--- src/rtl/scc_pkg.sv ---
// Shared types and constants for the stack calculator core.
// Used by scc_alu and stack_calculator_core_unit; no dependencies.
`timescale 1ns / 1ps

package scc_pkg;

    localparam int WORD_W  = 32;
    localparam int CNT_W   = $clog2(WORD_W);
    localparam int DEPTH_W = 9;
    localparam int OPC_W   = 3;

    // Instruction opcodes
    localparam logic [OPC_W-1:0] OP_PUSH = 3'd0;
    localparam logic [OPC_W-1:0] OP_ADD  = 3'd1;
    localparam logic [OPC_W-1:0] OP_MUL  = 3'd2;
    localparam logic [OPC_W-1:0] OP_DIV  = 3'd3;
    localparam logic [OPC_W-1:0] OP_END  = 3'd4;

    typedef enum logic [1:0] {
        ST_OK       = 2'd0,
        ST_OVERFLOW = 2'd1,
        ST_DIVZERO  = 2'd2,
        ST_HALTED   = 2'd3
    } t_status;

    typedef enum logic [1:0] {
        ALU_ADD = 2'd0,
        ALU_MUL = 2'd1,
        ALU_DIV = 2'd2
    } t_alu_op;

    typedef enum logic [1:0] {
        AS_IDLE = 2'd0,
        AS_RUN  = 2'd1,
        AS_FIN  = 2'd2
    } t_alu_state;

    typedef enum logic [2:0] {
        CS_IDLE = 3'd0,
        CS_READ = 3'd1,
        CS_WAIT = 3'd2,
        CS_DONE = 3'd3
    } t_ctl_state;

    typedef struct packed {
        logic             start;
        t_alu_op          op;
    } t_alu_ctl;

    typedef struct packed {
        logic [OPC_W-1:0]         opcode;
        logic signed [WORD_W-1:0] push_value;
    } t_in_word;

    typedef struct packed {
        logic signed [WORD_W-1:0] top_value;
        logic [DEPTH_W-1:0]       stack_depth;
        logic [1:0]               status;
    } t_out_word;

endpackage

--- src/rtl/scc_alu.sv ---
// Serial arithmetic unit: bit-serial add, shift-add multiply, restoring divide.
// Depends on scc_pkg.
`timescale 1ns / 1ps

module scc_alu
    import scc_pkg::*;
(
    input  logic              i_clk,
    input  logic              i_rst_n,
    input  t_alu_ctl          i_ctl,
    input  logic [WORD_W-1:0] i_a,
    input  logic [WORD_W-1:0] i_b,
    output logic              o_done,
    output logic [WORD_W-1:0] o_result
);

    t_alu_state        r_state, n_state;
    t_alu_op           r_op, n_op;
    logic [WORD_W-1:0] r_a, n_a;
    logic [WORD_W-1:0] r_b, n_b;
    logic [WORD_W:0]   r_acc, n_acc;
    logic              r_carry, n_carry;
    logic              r_neg, n_neg;
    logic [CNT_W-1:0]  r_cnt, n_cnt;

    logic              w_sum;
    logic [WORD_W:0]   w_rem_sh;
    logic [WORD_W:0]   w_diff;
    logic [WORD_W-1:0] w_abs_a;
    logic [WORD_W-1:0] w_abs_b;

    always_ff @(posedge i_clk) begin
        if (!i_rst_n) begin
            r_state <= AS_IDLE;
        end else begin
            r_state <= n_state;
        end
    end

    always_ff @(posedge i_clk) begin
        r_op    <= n_op;
        r_a     <= n_a;
        r_b     <= n_b;
        r_acc   <= n_acc;
        r_carry <= n_carry;
        r_neg   <= n_neg;
        r_cnt   <= n_cnt;
    end

    assign w_abs_a  = i_a[WORD_W-1] ? (~i_a + 1'b1) : i_a;
    assign w_abs_b  = i_b[WORD_W-1] ? (~i_b + 1'b1) : i_b;
    assign w_sum    = r_a[0] ^ r_b[0] ^ r_carry;
    assign w_rem_sh = {r_acc[WORD_W-1:0], r_a[WORD_W-1]};
    assign w_diff   = w_rem_sh - {1'b0, r_b};

    always_comb begin
        n_state  = r_state;
        n_op     = r_op;
        n_a      = r_a;
        n_b      = r_b;
        n_acc    = r_acc;
        n_carry  = r_carry;
        n_neg    = r_neg;
        n_cnt    = r_cnt;
        o_done   = 1'b0;
        o_result = r_acc[WORD_W-1:0];
        unique case (r_state)
            AS_IDLE: begin
                if (i_ctl.start) begin
                    n_op    = i_ctl.op;
                    n_acc   = '0;
                    n_carry = 1'b0;
                    n_cnt   = CNT_W'(WORD_W - 1);
                    n_neg   = i_a[WORD_W-1] ^ i_b[WORD_W-1];
                    // divide works on magnitudes, sign fixed at the end
                    if (i_ctl.op == ALU_DIV) begin
                        n_a = w_abs_a;
                        n_b = w_abs_b;
                    end else begin
                        n_a = i_a;
                        n_b = i_b;
                    end
                    n_state = AS_RUN;
                end
            end
            AS_RUN: begin
                unique case (r_op)
                    ALU_ADD: begin
                        n_acc   = {1'b0, w_sum, r_acc[WORD_W-1:1]};
                        n_carry = (r_a[0] & r_b[0]) | (r_carry & (r_a[0] ^ r_b[0]));
                        n_a     = {1'b0, r_a[WORD_W-1:1]};
                        n_b     = {1'b0, r_b[WORD_W-1:1]};
                    end
                    ALU_MUL: begin
                        n_acc = {1'b0, {r_acc[WORD_W-2:0], 1'b0}
                                 + (r_b[WORD_W-1] ? r_a : '0)};
                        n_b   = {r_b[WORD_W-2:0], 1'b0};
                    end
                    ALU_DIV: begin
                        if (!w_diff[WORD_W]) begin
                            n_acc = w_diff;
                            n_a   = {r_a[WORD_W-2:0], 1'b1};
                        end else begin
                            n_acc = w_rem_sh;
                            n_a   = {r_a[WORD_W-2:0], 1'b0};
                        end
                    end
                    default: begin
                        n_acc = r_acc;
                    end
                endcase
                if (r_cnt == '0) begin
                    n_state = AS_FIN;
                end else begin
                    n_cnt = r_cnt - 1'b1;
                end
            end
            AS_FIN: begin
                o_done = 1'b1;
                if (r_op == ALU_DIV) begin
                    o_result = r_neg ? (~r_a + 1'b1) : r_a;
                end
                n_state = AS_IDLE;
            end
            default: begin
                n_state = AS_IDLE;
            end
        endcase
    end

endmodule
--- config.mk ---
export PLATFORM = sky130hd
export DESIGN_NAME = scc_alu
export DESIGN_NICKNAME = d
export VERILOG_FILES = /design/src/rtl/scc_pkg.sv /design/src/rtl/scc_alu.sv
export SDC_FILE = /design/constraint.sdc
export NUM_CORES = 1
export LEC_CHECK = 0
export BUFFER_PORTS_ARGS = -buffer_cell sky130_fd_sc_hd__buf_2
export CELL_PAD_IN_SITES_DETAIL_PLACEMENT = 1
export CELL_PAD_IN_SITES_GLOBAL_PLACEMENT = 2
export CORE_UTILIZATION = 37
export CTS_CLUSTER_DIAMETER = 30
export DETAILED_ROUTE_END_ITERATION = 7
export GPL_TIMING_DRIVEN = 0
export PLACE_DENSITY_LB_ADDON = 0.1
export SLEW_MARGIN = 0
export SYNTH_ARGS = -nofsm -noshare
export SYNTH_HDL_FRONTEND = slang
export SYNTH_SLANG_ARGS = --single-unit
--- constraint.sdc ---
create_clock -name i_clk -period 4.5 [get_ports i_clk]
set_clock_uncertainty 0.05 [all_clocks]
set_input_delay 0.9 -clock i_clk [delete_from_list [all_inputs] [get_ports i_clk]]
set_output_delay 0.9 -clock i_clk [all_outputs]
set_load 0.01 [all_outputs]
==> run_results.csv <==
group,metric,value,unit
floorplanning,chipWidth,178,um
clock_network,cts.path.max_buffers,2,
power,power_leakage,5.28,nW
final_layout,final_cell_mix,"a21oi_1, o21ai_0, nand2_1",
detailed_routing,vias,11359,
synth,synth_edf_count,105,
timing,rsz0062_at_grt,"yes",
outcome,status,"complete, no violations",
synth,syn_avg_cell_area,8.04,sq um
critical_path,crit_path_top_delay_cell,"edfxtp_1",
critical_path,critPathCaptureType,"register",
final_layout,drive_gt1_frac,0.104,
detailed_routing,drtIter0Drc,805,
detailed_routing,drc,0,
floorplanning,rows,64,
final_layout,final_cell_area,13000,sq um
timing,slew_viol_final,0,
global_route,antenna_found_initial,1,
global_route,grt_max_degree,33,
floorplanning,die_area,31600,sq um
hold_path,hold_class,"reg2reg",
clock_network,worstSkewPairLatency,380,ps
placed_design,finalWeightedCongestion,0.904,
detailed_routing,wire_per_inst,22.0,um
synth,async_flop_share,0,
timing,fmax,227,MHz
synth,synth_ff_type,"edfxtp_1",
critical_path,worstSetupPathType,"reg2reg",
timing,finalHoldViolations,0,
detailed_routing,wirelength,42800,um
detailed_routing,post_drt_via_cell_ratio,5.83,
final_layout,area_growth,13.6,%
critical_path,worstPathMaxFanout,10,
synth,ys_ff_latch,107,
clock_network,cts_root_buf,"clkbuf_16",
timing,period_needed,4410,ps
synth,netlist_instances,1423,
critical_path,critPathBufInv,3,
synth,synth_cell_types,71,
placed_design,hpwl,34300,um
global_route,first_global_vias,11413,
power,vdd_drop_max,206,uV
floorplanning,die_h,178,um
final_layout,finalNonFillerCells,1947,
global_route,grt_first_pass_wirelength,66300,um
critical_path,arrival,4500,ps
global_route,gr-total-overflow,0,
placed_design,placed_cell_area,12500,sq um
placed_design,dpl.cell_count,1923,
job,maxCapViolations,0,
final_layout,final_common_cell,"a21oi_1",
timing,fin_crit_sh,0.979,
timing,tightestPinTransition,910,ps
synth,syn-num-nets,1565,
clock_network,clock_sinks,107,
clock_network,htreeDepth,3,
global_route,global_route.usage.total,0.277,
clock_network,cts_tree,"yes",
clock_network,path_clk_slew,90,ps
final_layout,nets,1688,
timing,setup_viol,0,
floorplanning,start_util,0.375,
floorplanning,io_pins,102,
synth,ys_warn_count,0,
clock_network,cts_buffers,9,
critical_path,cp-start-kind,"register",
timing,slew_headroom,0.394,
detailed_routing,final_antenna_net_count,0,
critical_path,worst_path_largest_cell_delay,480,ps
final_layout,antenna_cells,0,
synth,synth_area,11400,sq um
power,power_density,324,nW/um^2
placed_design,port_buffers,101,
timing,fin_setup_tns,0,ps
critical_path,required,4590,ps
critical_path,crit_family,"compound AO/OA/AOI/OAI gates",
detailed_routing,dr.pass1.iters,5,
floorplanning,coreArea,30500,sq um
final_layout,num-fill-cells,3768,
critical_path,path_cells,"buf_4 > clkbuf_1 > and2_1 > ha_1 > clkbuf_1 > a21oi_1 > o21bai_1 > a21oi_1 > o21bai_1 > a31o_2 > a32oi_1 > o21ai_0 > o22ai_1 > mux2_2 > o31a_1",
synth,seq_area_frac_synth,0.279,
==> flip-flops by register name, summed over array words and instances, names as in the netlist <==
name / flops
r_a: 32
r_acc: 32
r_b: 32
r_cnt: 5
r_op: 2
r_state: 2
r_carry: 1
r_neg: 1
==> what timing repair did <==
| action | 4_1_cts | 5_1_grt |
|---|---|---|
| resized for setup | 6 | 16 |
| hold endpoints to repair | 0 | 0 |
| pin swaps | 0 | 1 |
| buffers inserted | 6 | 2 |
| setup endpoints to repair | 12 | 37 |
| hold buffers | 0 | 0 |
==> metal layers <==
| layer | vias to the layer above | wire length, um | part of all wire | track usage |
|---|---|---|---|---|
| met2 | 244 | 19700 | 0.46 | 0.448 |
| met1 | 5632 | 20400 | 0.48 | 0.387 |
| met4 | 0 | 973 | 0.023 | 0.0791 |
| li1 | 5438 | - | - | - |
| met3 | 45 | 1790 | 0.042 | 0.0302 |
| met5 | - | 0 | 0 | 0 |
==> path summary, 6_finish.rpt <==
path | from | endpoint | slack [ps] | cells past startpoint
min reg2reg | r_cnt[0] | r_cnt[0] | 550 | 1
min | r_cnt[0] | r_cnt[0] | 550 | 1
max reg2reg | r_b[31] | r_acc[31] | 90 | 15
max | r_b[31] | r_acc[31] | 90 | 15
==> logic make-up (layout without fill, tap and decap cells) <==
| group | after synthesis | in the layout | share of synthesized area |
|---|---|---|---|
| buf+inv | 138 | 266 | 0.0456 |
| compound gates | 478 | 478 | 0.252 |
| flops | 107 | 107 | 0.279 |
| mux | 64 | 64 | 0.0562 |
| fa+ha+maj | 73 | 73 | 0.0818 |
| xor+xnor | 138 | 138 | 0.106 |
| simple gates | 425 | 425 | 0.180 |
==> power breakdown <==
group	internal (mW)	total, mW	switching [mW]
logic	0.714	1.88	1.17
clock network	0.449	0.899	0.450
registers	1.25	1.43	0.180
total	2.41	4.21	1.80
==> per-stage QoR <==
stage / utilization / power (mW) / hold WS, ps / setup slack (ps)
2_1_floorplan: - / 2.64 / 496 / 683
3_3_place_gp: 0.408 / 3.24 / 524 / -796
3_5_place_dp: 0.411 / 3.29 / 530 / -236
4_1_cts: 0.424 / 4.21 / 553 / 12.2
5_1_grt: 0.426 / 4.48 / 598 / -86.3
6_report: 0.426 / 4.21 / 552 / 94.5
==> cells in the mapped netlist (6+ instances only) <==
cell type,number,area [sq um]
a21oi_1,150,751
o21ai_0,150,751
nand2_1,136,510
nor2_1,112,420
edfxtp_1,105,3150
clkbuf_1,71,267
ha_1,70,876
xnor2_1,69,604
xor2_1,69,604
mux2i_1,62,621
inv_1,58,218
and2_1,39,244
a21o_1,28,210
o31ai_1,23,173
or3_1,21,131
a31oi_1,20,125
nand3_1,20,100
a22oi_1,16,120
nor3_1,15,75.1
nand2b_1,14,87.6
o21bai_1,13,97.6
nor2b_1,12,75.1
nor4_1,11,68.8
and3_1,10,62.6
nand4_1,10,62.6
a211oi_1,9,67.6
buf_1,8,30.0
o41ai_1,8,70.1
o21a_1,7,52.6
a32oi_1,6,52.6
o211ai_1,6,45.0
==> final cells by class <==
type / instances / area (sq um) / share of cell area
Multi-Input combinational cell: 1178 / 7820 / 0.602
Sequential cell: 107 / 3190 / 0.246
Timing Repair Buffer: 112 / 633 / 0.0487
Tap cell: 396 / 495 / 0.0381
Buffer: 80 / 305 / 0.0235
Clock buffer: 9 / 225 / 0.0173
Inverter: 58 / 218 / 0.0168
Clock inverter: 7 / 97.6 / 0.00751
No activity file was read; power rests on OpenSTA's default activity.
